File: config.mk
export PLATFORM = sky130hd
export DESIGN_NAME = compacting_key_directory_core
export DESIGN_NICKNAME = d
export VERILOG_FILES = /design/src/rtl/ckd_pkg.sv /design/src/rtl/compacting_key_directory_core.sv
export SDC_FILE = /design/constraint.sdc
export NUM_CORES = 1
export LEC_CHECK = 0
export ABC_AREA = 1
export BUFFER_PORTS_ARGS = -buffer_cell sky130_fd_sc_hd__buf_2
export CAP_MARGIN = 20
export CORE_MARGIN = 1.5
export CORE_UTILIZATION = 46
export CTS_CLUSTER_DIAMETER = 60
export DETAILED_ROUTE_END_ITERATION = 8
export HOLD_SLACK_MARGIN = 0.15
export PLACE_DENSITY_LB_ADDON = 0.15
export SYNTH_ARGS = -nofsm -noshare
export SYNTH_HDL_FRONTEND = slang
export SYNTH_SLANG_ARGS = --single-unit
File: constraint.sdc
create_clock -name clk -period 12.8 [get_ports clk]
set_input_delay 0.64 -clock clk [delete_from_list [all_inputs] [get_ports clk]]
set_output_delay 0.64 -clock clk [all_outputs]
set_load 0.1 [all_outputs]
File: src/rtl/ckd_pkg.sv
`timescale 1ns / 1ps

package ckd_pkg;

  localparam logic [1:0] MODE_ADD  = 2'd0;
  localparam logic [1:0] MODE_DEL  = 2'd1;
  localparam logic [1:0] MODE_LIST = 2'd2;
  localparam logic [1:0] MODE_INV  = 2'd3;

  typedef enum logic [2:0] {
    STS_ADDED    = 3'd0,
    STS_FULL     = 3'd1,
    STS_REMOVED  = 3'd2,
    STS_NOTFOUND = 3'd3,
    STS_LISTED   = 3'd4,
    STS_EMPTY    = 3'd5,
    STS_INVALID  = 3'd6
  } status_t;

  // microprogram step addresses
  typedef enum logic [2:0] {
    S_FETCH    = 3'd0,
    S_ADD      = 3'd1,
    S_DEL      = 3'd2,
    S_SHIFT    = 3'd3,
    S_LIST     = 3'd4,
    S_LIST_RUN = 3'd5,
    S_INV      = 3'd6
  } step_t;

  // branch conditions
  typedef enum logic [2:0] {
    C_NEVER     = 3'd0,
    C_FIRE      = 3'd1,
    C_FULL      = 3'd2,
    C_HIT       = 3'd3,
    C_SCAN_END  = 3'd4,
    C_SHIFT_END = 3'd5,
    C_LIST_LAST = 3'd6,
    C_EMPTY     = 3'd7
  } cond_t;

  typedef struct packed {
    logic    load;
    logic    disp;
    logic    rd;
    logic    wr_key;
    logic    wr_shift;
    logic    set_wa;
    logic    cnt_inc;
    logic    cnt_dec;
    logic    emit;
    logic    last;
    logic    key_sel;
    status_t st;
  } act_t;

  // two prioritised branches and a fall-through, each with its own actions
  typedef struct packed {
    cond_t ca;
    step_t ta;
    act_t  aa;
    cond_t cb;
    step_t tb;
    act_t  ab;
    step_t tc;
    act_t  ac;
  } uword_t;

  function automatic uword_t uprog(input step_t s);
    uword_t w;
    w = '0;
    unique case (s)
      S_FETCH: begin
        w.ca      = C_FIRE;
        w.aa.load = 1'b1;
        w.aa.disp = 1'b1;
        w.tc      = S_FETCH;
      end
      S_ADD: begin
        w.ca         = C_FULL;
        w.ta         = S_FETCH;
        w.aa.emit    = 1'b1;
        w.aa.last    = 1'b1;
        w.aa.st      = STS_FULL;
        w.tc         = S_FETCH;
        w.ac.wr_key  = 1'b1;
        w.ac.cnt_inc = 1'b1;
        w.ac.emit    = 1'b1;
        w.ac.last    = 1'b1;
        w.ac.st      = STS_ADDED;
      end
      S_DEL: begin
        w.ca        = C_HIT;
        w.ta        = S_SHIFT;
        w.aa.set_wa = 1'b1;
        w.cb        = C_SCAN_END;
        w.tb        = S_FETCH;
        w.ab.emit   = 1'b1;
        w.ab.last   = 1'b1;
        w.ab.st     = STS_NOTFOUND;
        w.tc        = S_DEL;
        w.ac.rd     = 1'b1;
      end
      S_SHIFT: begin
        w.ca          = C_SHIFT_END;
        w.ta          = S_FETCH;
        w.aa.cnt_dec  = 1'b1;
        w.aa.emit     = 1'b1;
        w.aa.last     = 1'b1;
        w.aa.st       = STS_REMOVED;
        w.tc          = S_SHIFT;
        w.ac.rd       = 1'b1;
        w.ac.wr_shift = 1'b1;
      end
      S_LIST: begin
        w.ca      = C_EMPTY;
        w.ta      = S_FETCH;
        w.aa.emit = 1'b1;
        w.aa.last = 1'b1;
        w.aa.st   = STS_EMPTY;
        w.tc      = S_LIST_RUN;
        w.ac.rd   = 1'b1;
      end
      S_LIST_RUN: begin
        w.ca         = C_LIST_LAST;
        w.ta         = S_FETCH;
        w.aa.emit    = 1'b1;
        w.aa.last    = 1'b1;
        w.aa.key_sel = 1'b1;
        w.aa.st      = STS_LISTED;
        w.tc         = S_LIST_RUN;
        w.ac.rd      = 1'b1;
        w.ac.emit    = 1'b1;
        w.ac.key_sel = 1'b1;
        w.ac.st      = STS_LISTED;
      end
      S_INV: begin
        w.tc      = S_FETCH;
        w.ac.emit = 1'b1;
        w.ac.last = 1'b1;
        w.ac.st   = STS_INVALID;
      end
      default: begin
        w.tc = S_FETCH;
      end
    endcase
    return w;
  endfunction

endpackage

File: src/rtl/compacting_key_directory_core.sv
`timescale 1ns / 1ps
// add, full and invalid: the add or invalid step after acceptance registers a single beat
// delete: one entry read per cycle until a hit or the scan end, then one per cycle shifted
// list: the list step reads the first entry, then one beat per entry and per cycle unless the output stalls
// throughput: one item at a time, the next is taken once the sequencer is back at fetch
// reset (rst_n, synchronous, active low): empty directory, capacity 64, output idle

module compacting_key_directory_core #(
  parameter int DEPTH    = 64,
  parameter int KEY_BITS = 16
) (
  input  logic        clk,
  input  logic        rst_n,
  // config write
  input  logic        cfg_valid,
  output logic        cfg_ready,
  input  logic [6:0]  cfg_data,     // capacity_limit
  // input beats
  input  logic        in_tvalid,
  output logic        in_tready,
  input  logic [15:0] in_tdata,     // [15:0] key
  input  logic [1:0]  in_tuser,     // [1:0] mode
  // result beats
  output logic        out_tvalid,
  input  logic        out_tready,
  output logic [15:0] out_tdata,    // [15:0] entry_key
  output logic [2:0]  out_tuser,    // [2:0] status
  output logic        out_tlast
);

  localparam int AW = (DEPTH > 1) ? $clog2(DEPTH) : 1;
  localparam int CW = $clog2(DEPTH + 1);
  localparam int SB = (KEY_BITS < 16) ? KEY_BITS : 16;

  logic [SB-1:0] mem [DEPTH];

  ckd_pkg::step_t upc_r, upc_nxt;
  logic [CW-1:0]  count_r, count_nxt;
  logic [CW-1:0]  idx_r, idx_nxt;
  logic [AW-1:0]  wa_r, wa_nxt;
  logic           rd_ok_r, rd_ok_nxt;
  logic [SB-1:0]  key_r, key_nxt;
  logic [SB-1:0]  rdata_r;
  logic [6:0]     cap_r, cap_nxt;
  logic           out_valid_r, out_valid_nxt;
  logic [15:0]    out_data_r, out_data_nxt;
  logic [2:0]     out_user_r, out_user_nxt;
  logic           out_last_r, out_last_nxt;

  ckd_pkg::uword_t uw;
  ckd_pkg::act_t   act;
  ckd_pkg::step_t  tgt;
  ckd_pkg::step_t  disp_tgt;
  logic [7:0]      cond_v;
  logic            fire_in;
  logic            full;
  logic            hit;
  logic            scan_end;
  logic            stall;
  logic            go;
  logic            rd_fire;
  logic            wr_fire;
  logic [AW-1:0]   wr_addr;
  logic [SB-1:0]   wr_data;
  logic [CW-1:0]   idx_m1;

  assign cfg_ready  = 1'b1;
  assign in_tready  = (upc_r == ckd_pkg::S_FETCH);
  assign fire_in    = in_tvalid && in_tready;
  assign out_tvalid = out_valid_r;
  assign out_tdata  = out_data_r;
  assign out_tuser  = out_user_r;
  assign out_tlast  = out_last_r;

  assign full     = (7'(count_r) >= cap_r) || (count_r == CW'(DEPTH));
  assign hit      = rd_ok_r && (rdata_r == key_r);
  assign scan_end = (idx_r == count_r);
  assign idx_m1   = idx_r - CW'(1);

  always_comb begin
    cond_v                         = '0;
    cond_v[ckd_pkg::C_NEVER]       = 1'b0;
    cond_v[ckd_pkg::C_FIRE]        = fire_in;
    cond_v[ckd_pkg::C_FULL]        = full;
    cond_v[ckd_pkg::C_HIT]         = hit;
    cond_v[ckd_pkg::C_SCAN_END]    = scan_end;
    cond_v[ckd_pkg::C_SHIFT_END]   = scan_end && !rd_ok_r;
    cond_v[ckd_pkg::C_LIST_LAST]   = rd_ok_r && scan_end;
    cond_v[ckd_pkg::C_EMPTY]       = (count_r == '0);
  end

  always_comb begin
    unique case (in_tuser)
      ckd_pkg::MODE_ADD:  disp_tgt = ckd_pkg::S_ADD;
      ckd_pkg::MODE_DEL:  disp_tgt = ckd_pkg::S_DEL;
      ckd_pkg::MODE_LIST: disp_tgt = ckd_pkg::S_LIST;
      ckd_pkg::MODE_INV:  disp_tgt = ckd_pkg::S_INV;
    endcase
  end

  // pick the branch of the current control word
  always_comb begin
    uw = ckd_pkg::uprog(upc_r);
    priority if (cond_v[uw.ca]) begin
      act = uw.aa;
      tgt = uw.ta;
    end else if (cond_v[uw.cb]) begin
      act = uw.ab;
      tgt = uw.tb;
    end else begin
      act = uw.ac;
      tgt = uw.tc;
    end
  end

  // a step that emits waits while the output register still holds an untaken beat
  assign stall   = act.emit && out_valid_r && !out_tready;
  assign go      = !stall;
  assign rd_fire = go && act.rd && (idx_r < count_r);
  assign wr_fire = go && (act.wr_key || (act.wr_shift && rd_ok_r));
  assign wr_addr = act.wr_key ? count_r[AW-1:0] : wa_r;
  assign wr_data = act.wr_key ? key_r : rdata_r;

  always_comb begin
    upc_nxt       = upc_r;
    count_nxt     = count_r;
    idx_nxt       = idx_r;
    wa_nxt        = wa_r;
    rd_ok_nxt     = rd_ok_r;
    key_nxt       = key_r;
    cap_nxt       = cap_r;
    out_valid_nxt = out_valid_r;
    out_data_nxt  = out_data_r;
    out_user_nxt  = out_user_r;
    out_last_nxt  = out_last_r;

    if (cfg_valid && cfg_ready) begin
      cap_nxt = cfg_data;
    end

    if (out_tready) begin
      out_valid_nxt = 1'b0;
    end

    if (go) begin
      upc_nxt   = act.disp ? disp_tgt : tgt;
      rd_ok_nxt = rd_fire;
      if (act.load) begin
        key_nxt = in_tdata[SB-1:0];
        idx_nxt = '0;
      end else if (rd_fire) begin
        idx_nxt = idx_r + CW'(1);
      end
      if (act.set_wa) begin
        wa_nxt = idx_m1[AW-1:0];
      end else if (act.wr_shift && rd_ok_r) begin
        wa_nxt = wa_r + AW'(1);
      end
      if (act.cnt_inc) begin
        count_nxt = count_r + CW'(1);
      end else if (act.cnt_dec) begin
        count_nxt = count_r - CW'(1);
      end
      if (act.emit) begin
        out_valid_nxt = 1'b1;
        out_user_nxt  = act.st;
        out_data_nxt  = act.key_sel ? 16'(rdata_r) : '0;
        out_last_nxt  = act.last;
      end
    end
  end

  always_ff @(posedge clk) begin
    if (!rst_n) begin
      upc_r       <= ckd_pkg::S_FETCH;
      count_r     <= '0;
      idx_r       <= '0;
      wa_r        <= '0;
      rd_ok_r     <= 1'b0;
      cap_r       <= 7'd64;
      out_valid_r <= 1'b0;
    end else begin
      upc_r       <= upc_nxt;
      count_r     <= count_nxt;
      idx_r       <= idx_nxt;
      wa_r        <= wa_nxt;
      rd_ok_r     <= rd_ok_nxt;
      cap_r       <= cap_nxt;
      out_valid_r <= out_valid_nxt;
    end
    key_r      <= key_nxt;
    out_data_r <= out_data_nxt;
    out_user_r <= out_user_nxt;
    out_last_r <= out_last_nxt;
  end

  // key store: one write and one registered read per cycle
  always_ff @(posedge clk) begin
    if (wr_fire) begin
      mem[wr_addr] <= wr_data;
    end
    if (rd_fire) begin
      rdata_r <= mem[idx_r[AW-1:0]];
    end
  end

  a_count_range: assert property (@(posedge clk) disable iff (!rst_n)
    count_r <= CW'(DEPTH))
    else $error("entry count beyond depth");

  a_shift_below_count: assert property (@(posedge clk) disable iff (!rst_n)
    (wr_fire && !act.wr_key) |-> (CW'(wa_r) < count_r))
    else $error("shift write at or above entry count");

  a_shift_nonempty: assert property (@(posedge clk) disable iff (!rst_n)
    (upc_r == ckd_pkg::S_SHIFT) |-> (count_r != '0))
    else $error("shift with empty directory");

  a_single_beat_last: assert property (@(posedge clk) disable iff (!rst_n)
    (out_valid_r && (out_user_r != ckd_pkg::STS_LISTED)) |-> out_last_r)
    else $error("single-beat result without last");

  a_add_grows: assert property (@(posedge clk) disable iff (!rst_n)
    (go && act.wr_key) |=> (count_r == $past(count_r) + CW'(1)))
    else $error("add did not grow the count");

endmodule
; ---- Word-level counts from Yosys, hierarchy flattened
; Memory sizes are Yosys's and may differ from the RTL's. A register that Yosys moved wholly into a read port is not among the register bits.
; Index checks and enable logic that the tools add are counted.
; Widths: inputs -> output; s select.
[totals]
mem_bits_ro = 0
elab_cells = 104
ramBits = 1024
ff_bits = 68
inputBits = 30
memories = 1
latch_bits = 0
[mem_list]
columns = name, words, word_bits, rd, rd_clocked_by_memory_dff, write_ports, line
row1 = mem, 64, 16, 1, 1, 1, compacting_key_directory_core.sv:35  ; logic [SB-1:0] mem [DEPTH];
[op_classes]
n_lt_le_gt_ge = 4
n_eq_ne = 12
n_shift = 0
multipliers = 0
addsub = 5
bitwise = 1
reduce_logical = 31
div_mod_pow = 0
muxes = 39
[op_table]
columns = op, n
row1 = $mux 7, 4
row2 = $mux 6, 4
row3 = $pmux 3 s4, 2
row4 = $pmux 3 s6, 1
row5 = $eq 16x16->1, 1
row6 = $mux 16, 1
row7 = $add 7x1->7 const B, 2
row8 = $mux 1, 14
row9 = $mux 14, 1
row10 = $mux 12, 1
row11 = $logic_and 1x1->1, 10
row12 = $reduce_and 2->1, 5
row13 = $eq 3x3->1 const B, 3
row14 = $mux 3, 3
row15 = $pmux 3 s3, 1
row16 = $lt 3x4->1 const B, 2
row17 = $mux 2, 4
row18 = $reduce_or 4->1, 2
row19 = $eq 7x7->1, 1
row20 = $eq 7x7->1 const B, 1
row21 = $ge 7x7->1, 1
row22 = $logic_not 7->1, 1
row23 = $lt 7x7->1, 1
row24 = $sub 7x1->7 const B, 1
row25 = other kinds (16), 25

; ---- Logic depth before layout (Yosys ltp)
; Gate-level depths: netlist of the first run.
[logic_depth]
ltp_word = 13
ltp_mapped = 27

; ---- Least setup slack after synthesis of the first run
; No wires, ideal clock.
[synth_timing]
path_type = register -> register
startpoint = reg idx_r[0]
endpoint = mem mem[0][0] (netlist bit) (data pin)
period_less_slack_ns = 5.894
setup_ns = 0.703
required_time_ns = 12.097
t_arrival_ns = 5.191
stages_incl_launch_ff = 16
path_slack_ns = 6.906
cell_sequence = dfxtp_1 inv_1 buf_2 clkbuf_1 clkbuf_1 buf_1 ha_1 nand4_1 nor2_1 nand2_1 nand2_1 o21ai_2 nand3_2 buf_2 clkbuf_1 o21ai_0
[synth_via]
elab_chain_len = 7
[synth_rtl]
columns = item, line
row1 = from (decl), compacting_key_directory_core.sv:39  ; logic [CW-1:0] idx_r, idx_nxt;
row2 = from (signal assigned), compacting_key_directory_core.sv:185  ; idx_r <= idx_nxt;
row3 = $eq 7x7->1 (*), compacting_key_directory_core.sv:77  ; assign scan_end = (idx_r == count_r);
row4 = $logic_and 1x1->1 (on tied branches), "compacting_key_directory_core.sv:87, compacting_key_directory_core.sv:88"
row5 = $bmux 1 s3, compacting_key_directory_core.sv:107  ; end else if (cond_v[uw.cb]) begin
row6 = $mux 1 (implied by the code), compacting_key_directory_core.sv:107
row7 = $mux 12, compacting_key_directory_core.sv:107
row8 = $mux 14 (*), compacting_key_directory_core.sv:104  ; priority if (cond_v[uw.ca]) begin
row9 = $mux 16 (*), compacting_key_directory_core.sv:122  ; assign wr_data = act.wr_key ? key_r : rdata_r;
row10 = named net wr_data[0], compacting_key_directory_core.sv:64  ; logic [SB-1:0] wr_data;
row11 = to (decl), compacting_key_directory_core.sv:35
; The timed path passes the listed nets; every way through them passes the cells marked *. The select of a mux whose other input is x is not followed.

; ---- Worst setup path after layout of the first run
[layout_timing]
startpoint = reg idx_r[0]
endpoint = mem mem[0][15] (netlist bit), enable pin
[layout_via]
elab_chain_len = 12
[layout_rtl]
columns = item, line
row1 = $eq 7x7->1 (*), compacting_key_directory_core.sv:77
row2 = $logic_and 1x1->1 (on tied branches), "compacting_key_directory_core.sv:87, compacting_key_directory_core.sv:88"
row3 = $bmux 1 s3, compacting_key_directory_core.sv:107
row4 = $mux 1 (implied by the code), compacting_key_directory_core.sv:107
row5 = $mux 12, compacting_key_directory_core.sv:107
row6 = $mux 14 (*), compacting_key_directory_core.sv:104
row7 = $logic_and 1x1->1 (2 in a row), compacting_key_directory_core.sv:117  ; assign stall = act.emit && out_valid_r && !out_tready;
row8 = $logic_not 1->1, compacting_key_directory_core.sv:118  ; assign go = !stall;
row9 = $logic_and 1x1->1, compacting_key_directory_core.sv:120  ; assign wr_fire = go && (act.wr_key || (act.wr_shift && rd_ok_r));
row10 = $mux 1, compacting_key_directory_core.sv:199  ; if (wr_fire) begin
row11 = $mux 1 (implied by the code), compacting_key_directory_core.sv:200  ; mem[wr_addr] <= wr_data;
; Mark *: on every way between the ends. The rest lies on a longest branch, timed or not. The select of a mux whose other input is x is not followed.

==> results of run 1 <==
area by class of cell:
cell class / count / area [sq um] / share of cell area (%)
Tap cell: 1265 / 1583 / 3.146
Multi-Input combinational cell: 2067 / 10440 / 20.75
Inverter: 85 / 331.6 / 0.6591
Timing Repair Buffer: 168 / 1320 / 2.624
Clock inverter: 72 / 650.6 / 1.293
Sequential cell: 1108 / 32960 / 65.53
Clock buffer: 137 / 3022 / 6.007
path summary, 6_finish.rpt:
check / end / slack, ps / cells after the start
hold reg to reg: cap_r[4] / 470 / 2
setup reg to reg: mem[0][15] / 7780 / 14
setup / recovery: mem[0][15] / 7780 / 14
hold / removal: key_r[0] / 190 / 1
routing by layer:
metal	vias to the layer above	track usage, %
li1	13007	-
met1	14374	37.53
met2	1460	39.98
met3	265	4.156
met4	0	10.97
met5	-	0
registers in the layout, indices dropped and copies added (netlist names):
signal and flops:
mem 1024, key_r 16, out_tdata 16, rdata_r 16
cap_r 7, count_r 7, idx_r 7, wa_r 6
out_tuser 3, upc_r 3, out_tlast 1, out_tvalid 1
rd_ok_r 1
synthesized netlist by cell type, types with 6 or more instances:
library cell,number
dfxtp_1,32
xor2_1,23
nand3_1,125
inv_2,7
o21ai_2,7
clkbuf_1,210
nor2_1,663
edfxtp_1,1076
nand2_1,265
nand4_1,33
nand2_2,18
ha_1,23
o21ai_0,560
o221ai_1,100
a21oi_1,44
o211ai_1,22
a31oi_1,6
inv_1,75
buf_1,9
o22ai_1,151
worst max-delay path: cells and delay by family, from the launching register on:
family	cells	cell delay (ps)
simple gates	7	1620
buf+inv	4	1280
flops	1	570
compound gates	2	810
fa+ha+maj	1	370
report_power, final:
group / internal [mW] / switching (mW)
registers: 4.39 / 0.0475
clock network: 1.89 / 1.37
logic: 0.322 / 1.55
total: 6.61 / 2.97
repair_timing:
action / in CTS / in global routing
hold buffers: 15 / 0
hold endpoints to repair: 15 / 0
buffers inserted: 0 / 0
cell families (layout without fill, tap and decap cells):
logic type	after synthesis	count (layout)	synth area share, %
AND/OR/NAND/NOR	1116	1116	10.19
flip-flops	1108	1108	74.23
AO/OA/AOI/OAI	900	900	11.68
buffers and inverters	312	462	2.686
XOR/XNOR	26	26	0.5130
adder cells (fa/ha/maj)	24	24	0.6934
other	1	1	0.008447
==> results.txt, run 1 <==
Layout Nets -> 3,596
vias -> 29,106
worst skew pair latency -> 690 ps
DRC violations left -> 0
Worst setup SP type -> register
largest net degree at the start of global routing -> 242
count of different cell masters after synthesis -> 39
Core Area -> 95,290 sq um
met1 WL -> 55.23 mm
placed cell area -> 46,310 sq um
wirelength, routed -> 130.6 mm
CP peak stage delay -> 710 ps
CTS clk-pin slew, worst paths -> 60 ps
drt first-iter violations -> 4,091
crit path cell chain -> inv_8 -> ha_1 -> nand4_1 -> nor2_1 -> nand2_1 -> nand2_1 -> o21ai_2 -> nand3_2 -> buf_4 -> inv_1 -> o21ai_2 -> nand2_1 -> nor2_1 -> buf_6
Max Freq -> 199.3 MHz
layout cell share with drive strength beyond 1 -> 10.50%
Critical Path Source -> idx_r[0]
Max Used Layer -> met4
Yosys warning total -> 0
setup TNS -> 0 ps
area share of the largest cell type after synthesis -> 72.78%
hold path start -> in_tdata[0]
CTS root buf -> clkbuf_16
Critical R2R Launch -> idx_r[0]
Final Critical Period -> 5018 ps
final clock skew -> 24.14 ps
Inserted Diodes -> 0
via/cell ratio -> 5.938
CP Max Fanout -> 100
dpl hpwl -> 76.25 mm
pwr dens -> 190.3 nW/um^2
wire length per cell -> 26.64 um
commonest non-fill, non-tap cells in the layout -> edfxtp_1, nor2_1, o21ai_0
number of setup violations in the final report -> 0
Pleak -> 16.71 nW
drt first pass iters -> 6
commonest non-fill, non-tap cell in the layout -> edfxtp_1
fillcell total -> 8,052
Peak supply drop -> 0.0001306 V
row cnt -> 113
first-pass GRT wire length -> 188.1 mm
Worst-Margin Slew -> 1183 ps
hold slack final -> 193.3 ps
Synth Area per Inst -> 12.73 sq um
outcome -> finished clean
grt ovf -> 0
RSZ-0062 raised after global routing -> false
met3 routed WL -> 11.27 mm
Num CTS Buffers -> 112
Port Buffer Count -> 51
final count of pins violating max slew -> 0
EDFF count, synth -> 1,076
Placed Cells -> 4,660
Synth Flop Type -> edfxtp_1
Slew Limit Headroom -> 21.14%
CP Data Arrival Time -> 5400 ps
met2 wire len -> 58.63 mm
CP dominant cell by count -> nand2_1
Post-Layout Cell Count -> 4,902
Syn Inst Count -> 3,487
post-CTS sizing -> 0
Max clock buf depth -> 3
critical path class -> reg -> reg
CTS tree -> yes
maxcap violations -> 0
Initial Util -> 46.58%
largest area contributor in the netlist -> edfxtp_1
initial antenna violation count -> 2
fraction of registers with async set/reset -> 0%
synth top area cells -> edfxtp_1, o21ai_0, nor2_1, nand2_1, o22ai_1
area grow syn2layout -> 13.32%
Routed Antenna Nets -> 0
GPL Wtd Cong -> 0.9019
register area share after synthesis -> 74.23%
CP max-delay cell -> o21ai_2
final hold vios -> 0
Post-Route Utilization -> 52.79%
vias in the first global route -> 28,021
DIE HEIGHT -> 313.7 um
overall power -> 9.574 mW
#FFs+latches synth -> 1,108
# clock sinks -> 1,108
fin area -> 50,310 sq um
setup ws final -> 7782 ps
Setup WS pre-CTS -> 7083 ps
syn nets -> 3,541
CTS HTree Levels -> 3
synthesized area -> 44,390 sq um
hold crit path type -> in -> reg
Crit. End Element -> register
GRT Util Overall -> 26.18%
period utilization -> 39.21%
Die Area -> 98,380 sq um
WP data required -> 13,180 ps
num ports -> 53
Die W -> 313.7 um
Power figures use the tool's default switching activity.
==> run 2: changes to the inputs <==
- ABC_AREA: 1 -> 0
- clock period: 12.8 -> 4.1 ns (I/O delays scaled with it)
==> run 2 against run 1 <==
- critical path depth grew 2
- die area fell by 1.5%
- clock skew rose by 8.2 ps
- total power increased by 140%
==> results.txt, run 2 <==
hold slack final -> 231.7 ps (was 193.3 ps)
Initial Util -> 46.62% (was 46.58%)
# clock sinks -> 1,108 (unchanged)
#FFs+latches synth -> 1,108 (unchanged)
CTS clk-pin slew, worst paths -> 60 ps (about the same)
number of setup violations in the final report -> 0 (unchanged)
Crit. End Element -> register (unchanged)
post-CTS sizing -> 0 (unchanged)
vias in the first global route -> 20,931 (was 28,021)
Critical R2R Launch -> count_r[0] (was idx_r[0])
CP Data Arrival Time -> 4320 ps (was 5400 ps)
switch share -> 21.65% (was 30.97%)
max FFs per register -> 1,024 (unchanged)
num ports -> 53 (unchanged)
first-pass GRT wire length -> 150.5 mm (was 188.1 mm)
drt first-iter violations -> 2,294 (was 4,091)
Worst-Margin Slew -> 1054 ps (was 1183 ps)
fillcell total -> 7,065 (was 8,052)
CTS tree -> yes (unchanged)
DIE HEIGHT -> 311.2 um (was 313.7 um)
via/cell ratio -> 5.886 (was 5.938)
CTS root buf -> clkbuf_16 (unchanged)
Max Freq -> 268.8 MHz (was 199.3 MHz)
Routed Antenna Nets -> 0 (unchanged)
maxcap violations -> 0 (unchanged)
wirelength, routed -> 103.3 mm (was 130.6 mm)
setup TNS -> 0 ps (unchanged)
grt ovf -> 0 (unchanged)
Critical Path Source -> count_r[0] (was idx_r[0])
P_int -> 18.13 mW (was 6.609 mW)
fraction of registers with async set/reset -> 0% (unchanged)
Final Critical Period -> 3720 ps (was 5018 ps)
Layout Nets -> 2,233 (was 3,596)
Syn Inst Count -> 1,957 (was 3,487)
Die Area -> 96,860 sq um (was 98,380 sq um)
Die W -> 311.2 um (was 313.7 um)
drt first pass iters -> 5 (was 6)
register area share after synthesis -> 75.40% (was 74.23%)
worst skew pair latency -> 700 ps (was 690 ps)
largest area contributor in the netlist -> edfxtp_1 (unchanged)
Max clock buf depth -> 3 (unchanged)
WP data required -> 4700 ps (was 13,180 ps)
dpl hpwl -> 61.85 mm (was 76.25 mm)
most flop-heavy register -> mem (unchanged)
period utilization -> 90.73% (was 39.21%)
hold crit path type -> in -> reg (unchanged)
Worst setup SP type -> register (unchanged)
CTS HTree Levels -> 3 (unchanged)
final count of pins violating max slew -> 0 (unchanged)
final clock skew -> 32.32 ps (was 24.14 ps)
syn nets -> 2,011 (was 3,541)
Port Buffer Count -> 51 (unchanged)
area share of the largest cell type after synthesis -> 73.93% (was 72.78%)
Synth Area per Inst -> 22.33 sq um (was 12.73 sq um)
CP Max Fanout -> 12 (was 100)
Pleak -> 15.47 nW (was 16.71 nW)
Peak supply drop -> 0.0002682 V (was 0.0001306 V)
EDFF count, synth -> 1,076 (unchanged)
initial antenna violation count -> 3 (was 2)
final hold vios -> 0 (unchanged)
top post-synthesis cells by count -> edfxtp_1, mux4_2, nor2_1 (was edfxtp_1, nor2_1, o21ai_0)
GRT Util Overall -> 21.58% (was 26.18%)
commonest non-fill, non-tap cell in the layout -> edfxtp_1 (unchanged)
commonest non-fill, non-tap cells in the layout -> edfxtp_1, mux4_2, clkbuf_16 (was edfxtp_1, nor2_1, o21ai_0)
clock share of power -> 41.7% (was 34.1%)
row cnt -> 112 (was 113)
Core Area -> 93,750 sq um (was 95,290 sq um)
share of power burned in registers -> 54.0% (was 46.4%)
layout cell share with drive strength beyond 1 -> 30.95% (was 10.50%)
hold path start -> in_tdata[4] (was in_tdata[0])
DRC violations left -> 0 (unchanged)
pwr dens -> 460.6 nW/um^2 (was 190.3 nW/um^2)
Slew Limit Headroom -> 29.42% (was 21.14%)
count of different cell masters after synthesis -> 65 (was 39)
area grow syn2layout -> 14.96% (was 13.32%)
wire length per cell -> 29.25 um (was 26.64 um)
RSZ-0062 raised after global routing -> false (unchanged)
synthesized area -> 43,700 sq um (was 44,390 sq um)
Num CTS Buffers -> 113 (was 112)
critical path class -> reg -> reg (unchanged)
vias -> 20,782 (was 29,106)
largest net degree at the start of global routing -> 107 (was 242)
most frequent cell after synthesis -> edfxtp_1 (unchanged)
sw power -> 5.010 mW (was 2.966 mW)
GPL Wtd Cong -> 0.8829 (was 0.9019)
Yosys warning total -> 0 (unchanged)
Synth Flop Type -> edfxtp_1 (unchanged)
Logic pwr share -> 4.3% (was 19.5%)
outcome -> finished clean (unchanged)
synth top area cells -> edfxtp_1, mux4_2, dfxtp_1, nor2_1, ha_1 (was edfxtp_1, o21ai_0, nor2_1, nand2_1, o22ai_1)
## run 2: final timing paths
path	to	slack (ps)	depth (start not counted)
max reg2reg	count_r[6]	380	16
max	count_r[6]	380	16
min	key_r[4]	230	2
min reg2reg	rd_ok_r	600	2
## run 2: per-layer routing
layer  track usage, %  share of wire, %  vias to the layer above
li1                 -                 -                     8715
met1            32.49                44                    11220
met2            33.57                48                      712
met3            2.933               5.9                      135
met4            5.588               2.0                        0
met5                0                 0                        -
## run 2: cells by family (layout without fill, tap and decap cells)
kind of cell | count (synthesis) | after routing | share of synthesized area (%)
AO/OA/AOI/OAI | 82 | 82 | 1.369
adder cells (fa/ha/maj) | 24 | 24 | 0.7043
multiplexers | 363 | 363 | 17.98
AND/OR/NAND/NOR | 216 | 216 | 2.514
XOR/XNOR | 34 | 34 | 0.6814
buffers and inverters | 129 | 447 | 1.340
flip-flops | 1108 | 1108 | 75.40
other | 1 | 3 | 0.008581
## run 2: cell type report
| type | count | area [sq um] | share of cell area (%) |
|---|---|---|---|
| flip-flops and latches | 1108 | 32970 | 65.62 |
| multi-input cells | 720 | 10160 | 20.23 |
| clock inverters | 70 | 515.5 | 1.026 |
| inverters | 24 | 90.09 | 0.1793 |
| clock buffers | 141 | 2954 | 5.880 |
| repair buffers | 212 | 1977 | 3.935 |
| diodes | 2 | 5.005 | 0.009961 |
| well taps | 1254 | 1569 | 3.123 |
## run 2: worst max-delay path, stage by stage, from the launching register on
cell and delay [ps]:
dfxtp_1 330, inv_1 80, ha_1 270, nand2b_1 90
a31oi_1 90, o221a_2 270, nor4_2 390, nor3_4 90
inv_2 260, ha_1 330, a21o_1 190, a21oi_1 230
o21bai_1 90, a21oi_1 210, mux2i_1 130, or4_1 420
a21oi_1 170
## run 2: power by group through the flow
stage | Combinational (mW) | Sequential [mW] | Clock (mW)
5_1_grt | 1.05 | 12.5 | 10.3
4_1_cts | 1.00 | 12.5 | 9.85
6_report | 0.998 | 12.5 | 9.65
3_5_place_dp | 0.961 | 12.7 | 0
3_3_place_gp | 0.946 | 12.7 | 0
2_1_floorplan | 0.389 | 13.0 | 0
## run 2: metrics by stage
stage          instances  setup slack, ps  util [%]  cell area (sq um)  power [mW]
2_1_floorplan       1957            21.51         -              43700       13.43
3_3_place_gp        3272            456.1     49.38              46300       13.68
3_5_place_dp        3278            456.1     49.46              46370       13.69
4_1_cts             3529            412.9     53.59              50240       23.34
5_1_grt             3529            178.4     53.59              50240       23.83
6_report            3531            379.9     53.59              50240       23.14
## run 2: what timing repair did
action | 4_1_cts | 5_1_grt
hold buffers | 40 | 0
buffers inserted | 0 | 0
hold endpoints to repair | 39 | 0
endpoints found under the setup margin | 0 | 0
==> run 3: changes to the inputs <==
- REMOVE_ABC_BUFFERS: not set -> 1
==> run 3 against run 2 <==
- die area unchanged
- hold slack better by 28 ps
- clock-buffer cell count down 12
- clock power up 9%
- sequential power about the same
- global-route usage down 0.70 points
- clock skew up 5.0 ps
- maximum frequency down 4.2%
- non-clock buffer count up 3
- cell count down 0.11%
- critical path type unchanged
- highest routed layer unchanged
==> results.txt, run 3 (same netlist as run 2, synthesis figures left out) <==
max FFs per register -> 1,024 (unchanged)
pwr dens -> 477.0 nW/um^2 (was 460.6 nW/um^2)
vias -> 20,560 (was 20,782)
maxcap violations -> 0 (unchanged)
Num CTS Buffers -> 110 (was 113)
Die Area -> 96,860 sq um (unchanged)
CP peak stage delay -> 460 ps (was 420 ps)
Layout Nets -> 2,233 (unchanged)
fillcell total -> 7,050 (was 7,065)
FF/Latch Area -> 32,970 sq um (unchanged)
Initial Util -> 46.62% (unchanged)
final hold vios -> 0 (unchanged)
CTS tree -> yes (unchanged)
Core Area -> 93,750 sq um (unchanged)
RSZ-0062 raised after global routing -> false (unchanged)
Peak supply drop -> 0.0003596 V (was 0.0002682 V)
GPL Wtd Cong -> 0.9149 (was 0.8829)
CTS clk-pin slew, worst paths -> 70 ps (was 60 ps)
initial antenna violation count -> 5 (was 3)
Max clock buf depth -> 3 (unchanged)
CTS root buf -> clkbuf_16 (unchanged)
setup ws final -> 217.7 ps (was 379.9 ps)
worst reg-to-reg setup slack -> 220 ps (was 380 ps)
drt first-iter violations -> 2,256 (was 2,294)
Critical R2R Launch -> count_r[4] (was count_r[0])
crit path cell chain -> buf_4 -> ha_1 -> a21oi_1 -> o221a_2 -> nor4_2 -> nor3_4 -> inv_2 -> ha_1 -> a21o_1 -> a21oi_1 -> o21bai_1 -> a21oi_1 -> mux2i_1 -> or4_1 -> a21oi_1 (was inv_1 -> ha_1 -> nand2b_1 -> a31oi_1 -> o221a_2 -> nor4_2 -> nor3_4 -> inv_2 -> ha_1 -> a21o_1 -> a21oi_1 -> o21bai_1 -> a21oi_1 -> mux2i_1 -> or4_1 -> a21oi_1)
drt first pass iters -> 5 (unchanged)
Stages on worst setup path -> 15 (was 16)
via/cell ratio -> 5.829 (was 5.886)
Placed Cells -> 3,281 (was 3,278)
final count of pins violating max slew -> 0 (unchanged)
Worst R2R End -> count_r[6] (unchanged)
largest net degree at the start of global routing -> 129 (was 107)
commonest non-fill, non-tap cell in the layout -> edfxtp_1 (unchanged)
DIE HEIGHT -> 311.2 um (unchanged)
row cnt -> 112 (unchanged)
Final Critical Period -> 3882 ps (was 3720 ps)
WP buf/inv -> 2 (unchanged)
CP max-delay cell -> nor4_2 (was or4_1)
number of setup violations in the final report -> 0 (unchanged)
crit-path leading delay family -> compound AO/OA/AOI/OAI gates (unchanged)
Pleak -> 15.59 nW (was 15.47 nW)
wirelength, routed -> 100.2 mm (was 103.3 mm)
GRT Util Overall -> 20.89% (was 21.58%)
dpl hpwl -> 63.64 mm (was 61.85 mm)
Critical Path Source -> count_r[4] (was count_r[0])
CP dominant cell by count -> a21oi_1 (unchanged)
first-pass GRT wire length -> 146.9 mm (was 150.5 mm)
end of the critical path -> count_r[6] (unchanged)
Post-Route Utilization -> 53.75% (was 53.59%)
Die W -> 311.2 um (unchanged)
grt ovf -> 0 (unchanged)
R2R cell count -> 15 (was 16)
hold crit path type -> in -> reg (unchanged)
layout cell share with drive strength beyond 1 -> 31.65% (was 30.95%)
Post-Layout Cell Count -> 3,527 (was 3,531)
Slew Limit Headroom -> 19.93% (was 29.42%)
commonest non-fill, non-tap cells in the layout -> edfxtp_1, mux4_2, clkbuf_16 (unchanged)
Worst-Margin Slew -> 1195 ps (was 1054 ps)
outcome -> finished clean (unchanged)
WP data required -> 4680 ps (was 4700 ps)
worst skew pair latency -> 690 ps (was 700 ps)
most flop-heavy register -> mem (unchanged)
Max Freq -> 257.6 MHz (was 268.8 MHz)
setup TNS -> 0 ps (unchanged)
vias in the first global route -> 20,660 (was 20,931)
critical path class -> reg -> reg (unchanged)
final clock skew -> 37.29 ps (was 32.32 ps)
period utilization -> 94.69% (was 90.73%)
wire length per cell -> 28.42 um (was 29.25 um)
CP Max Fanout -> 15 (was 12)
DRC violations left -> 0 (unchanged)
num ports -> 53 (unchanged)
Worst setup SP type -> register (unchanged)
Routed Antenna Nets -> 0 (unchanged)
Crit. End Element -> register (unchanged)
# clock sinks -> 1,108 (unchanged)
CTS HTree Levels -> 3 (unchanged)
Port Buffer Count -> 51 (unchanged)
area grow syn2layout -> 15.31% (was 14.96%)
Setup WS pre-CTS -> 280.0 ps (was 456.1 ps)
CP Data Arrival Time -> 4460 ps (was 4320 ps)
hold depth -> 2 (unchanged)
area of the multi-input gates -> 10,170 sq um (was 10,160 sq um)
## run 3: cell count changes in the layout (fill, tap and decap cells not counted), sizes merged
cell,change
clkbuf,-11
buf,+3
clkinv,-17
inv,+4
clkinvlp,+5
diode,-1
bufinv,+14
dlygate4sd3,-1
## run 3: stage by stage
step	power [mW]	hold WS, ps	area (sq um)
6_report	24.04	260.0	50390
5_1_grt	24.72	235.1	50390
4_1_cts	24.23	204.0	50380
3_5_place_dp	13.71	383.2	46180
3_3_place_gp	13.69	384.4	46180
2_1_floorplan	13.44	303.6	43210
## run 3: layer usage
| metal | GRT usage [%] | up-vias | part of all wire (%) |
|---|---|---|---|
| li1 | - | 8702 | - |
| met4 | 6.131 | 0 | 2.5 |
| met3 | 2.933 | 121 | 6.0 |
| met1 | 33.35 | 11024 | 47 |
| met5 | 0 | - | 0 |
| met2 | 30.01 | 713 | 44 |
## run 3: how the worst min path moves through the flow
stage / startpoint / endpoint / slack, ps
floorplan: rst_n / cap_r[6] / 300
CTS: in_tvalid / idx_r[1] / 200
global route: in_tdata[0] / key_r[0] / 240
finish: in_tdata[13] / key_r[13] / 260
detailed placement: in_tdata[11] / key_r[11] / 380
global placement: in_tdata[12] / key_r[12] / 380
## run 3: layout make-up
class | count | share of cell area (%)
Tap cell | 1254 | 3.114
Timing Repair Buffer | 215 | 3.541
Clock inverter | 76 | 1.790
Multi-Input combinational cell | 720 | 20.18
Antenna cell | 1 | 0.004966
Sequential cell | 1108 | 65.42
Inverter | 24 | 0.1788
Clock buffer | 129 | 5.773
## run 3: power by group
group          internal [mW]  total, mW  switching (mW)
combinational          0.257       1.01           0.758
sequential              12.5       12.5          0.0401
clock                   6.27       10.5            4.26
## run 3: repair_timing
action / 4_1_cts / 5_1_grt
hold buffers: 39 / 0
endpoints found under the hold margin: 39 / 0
resized for setup: 0 / 1
buffers inserted: 0 / 0
endpoints found under the setup margin: 0 / 9
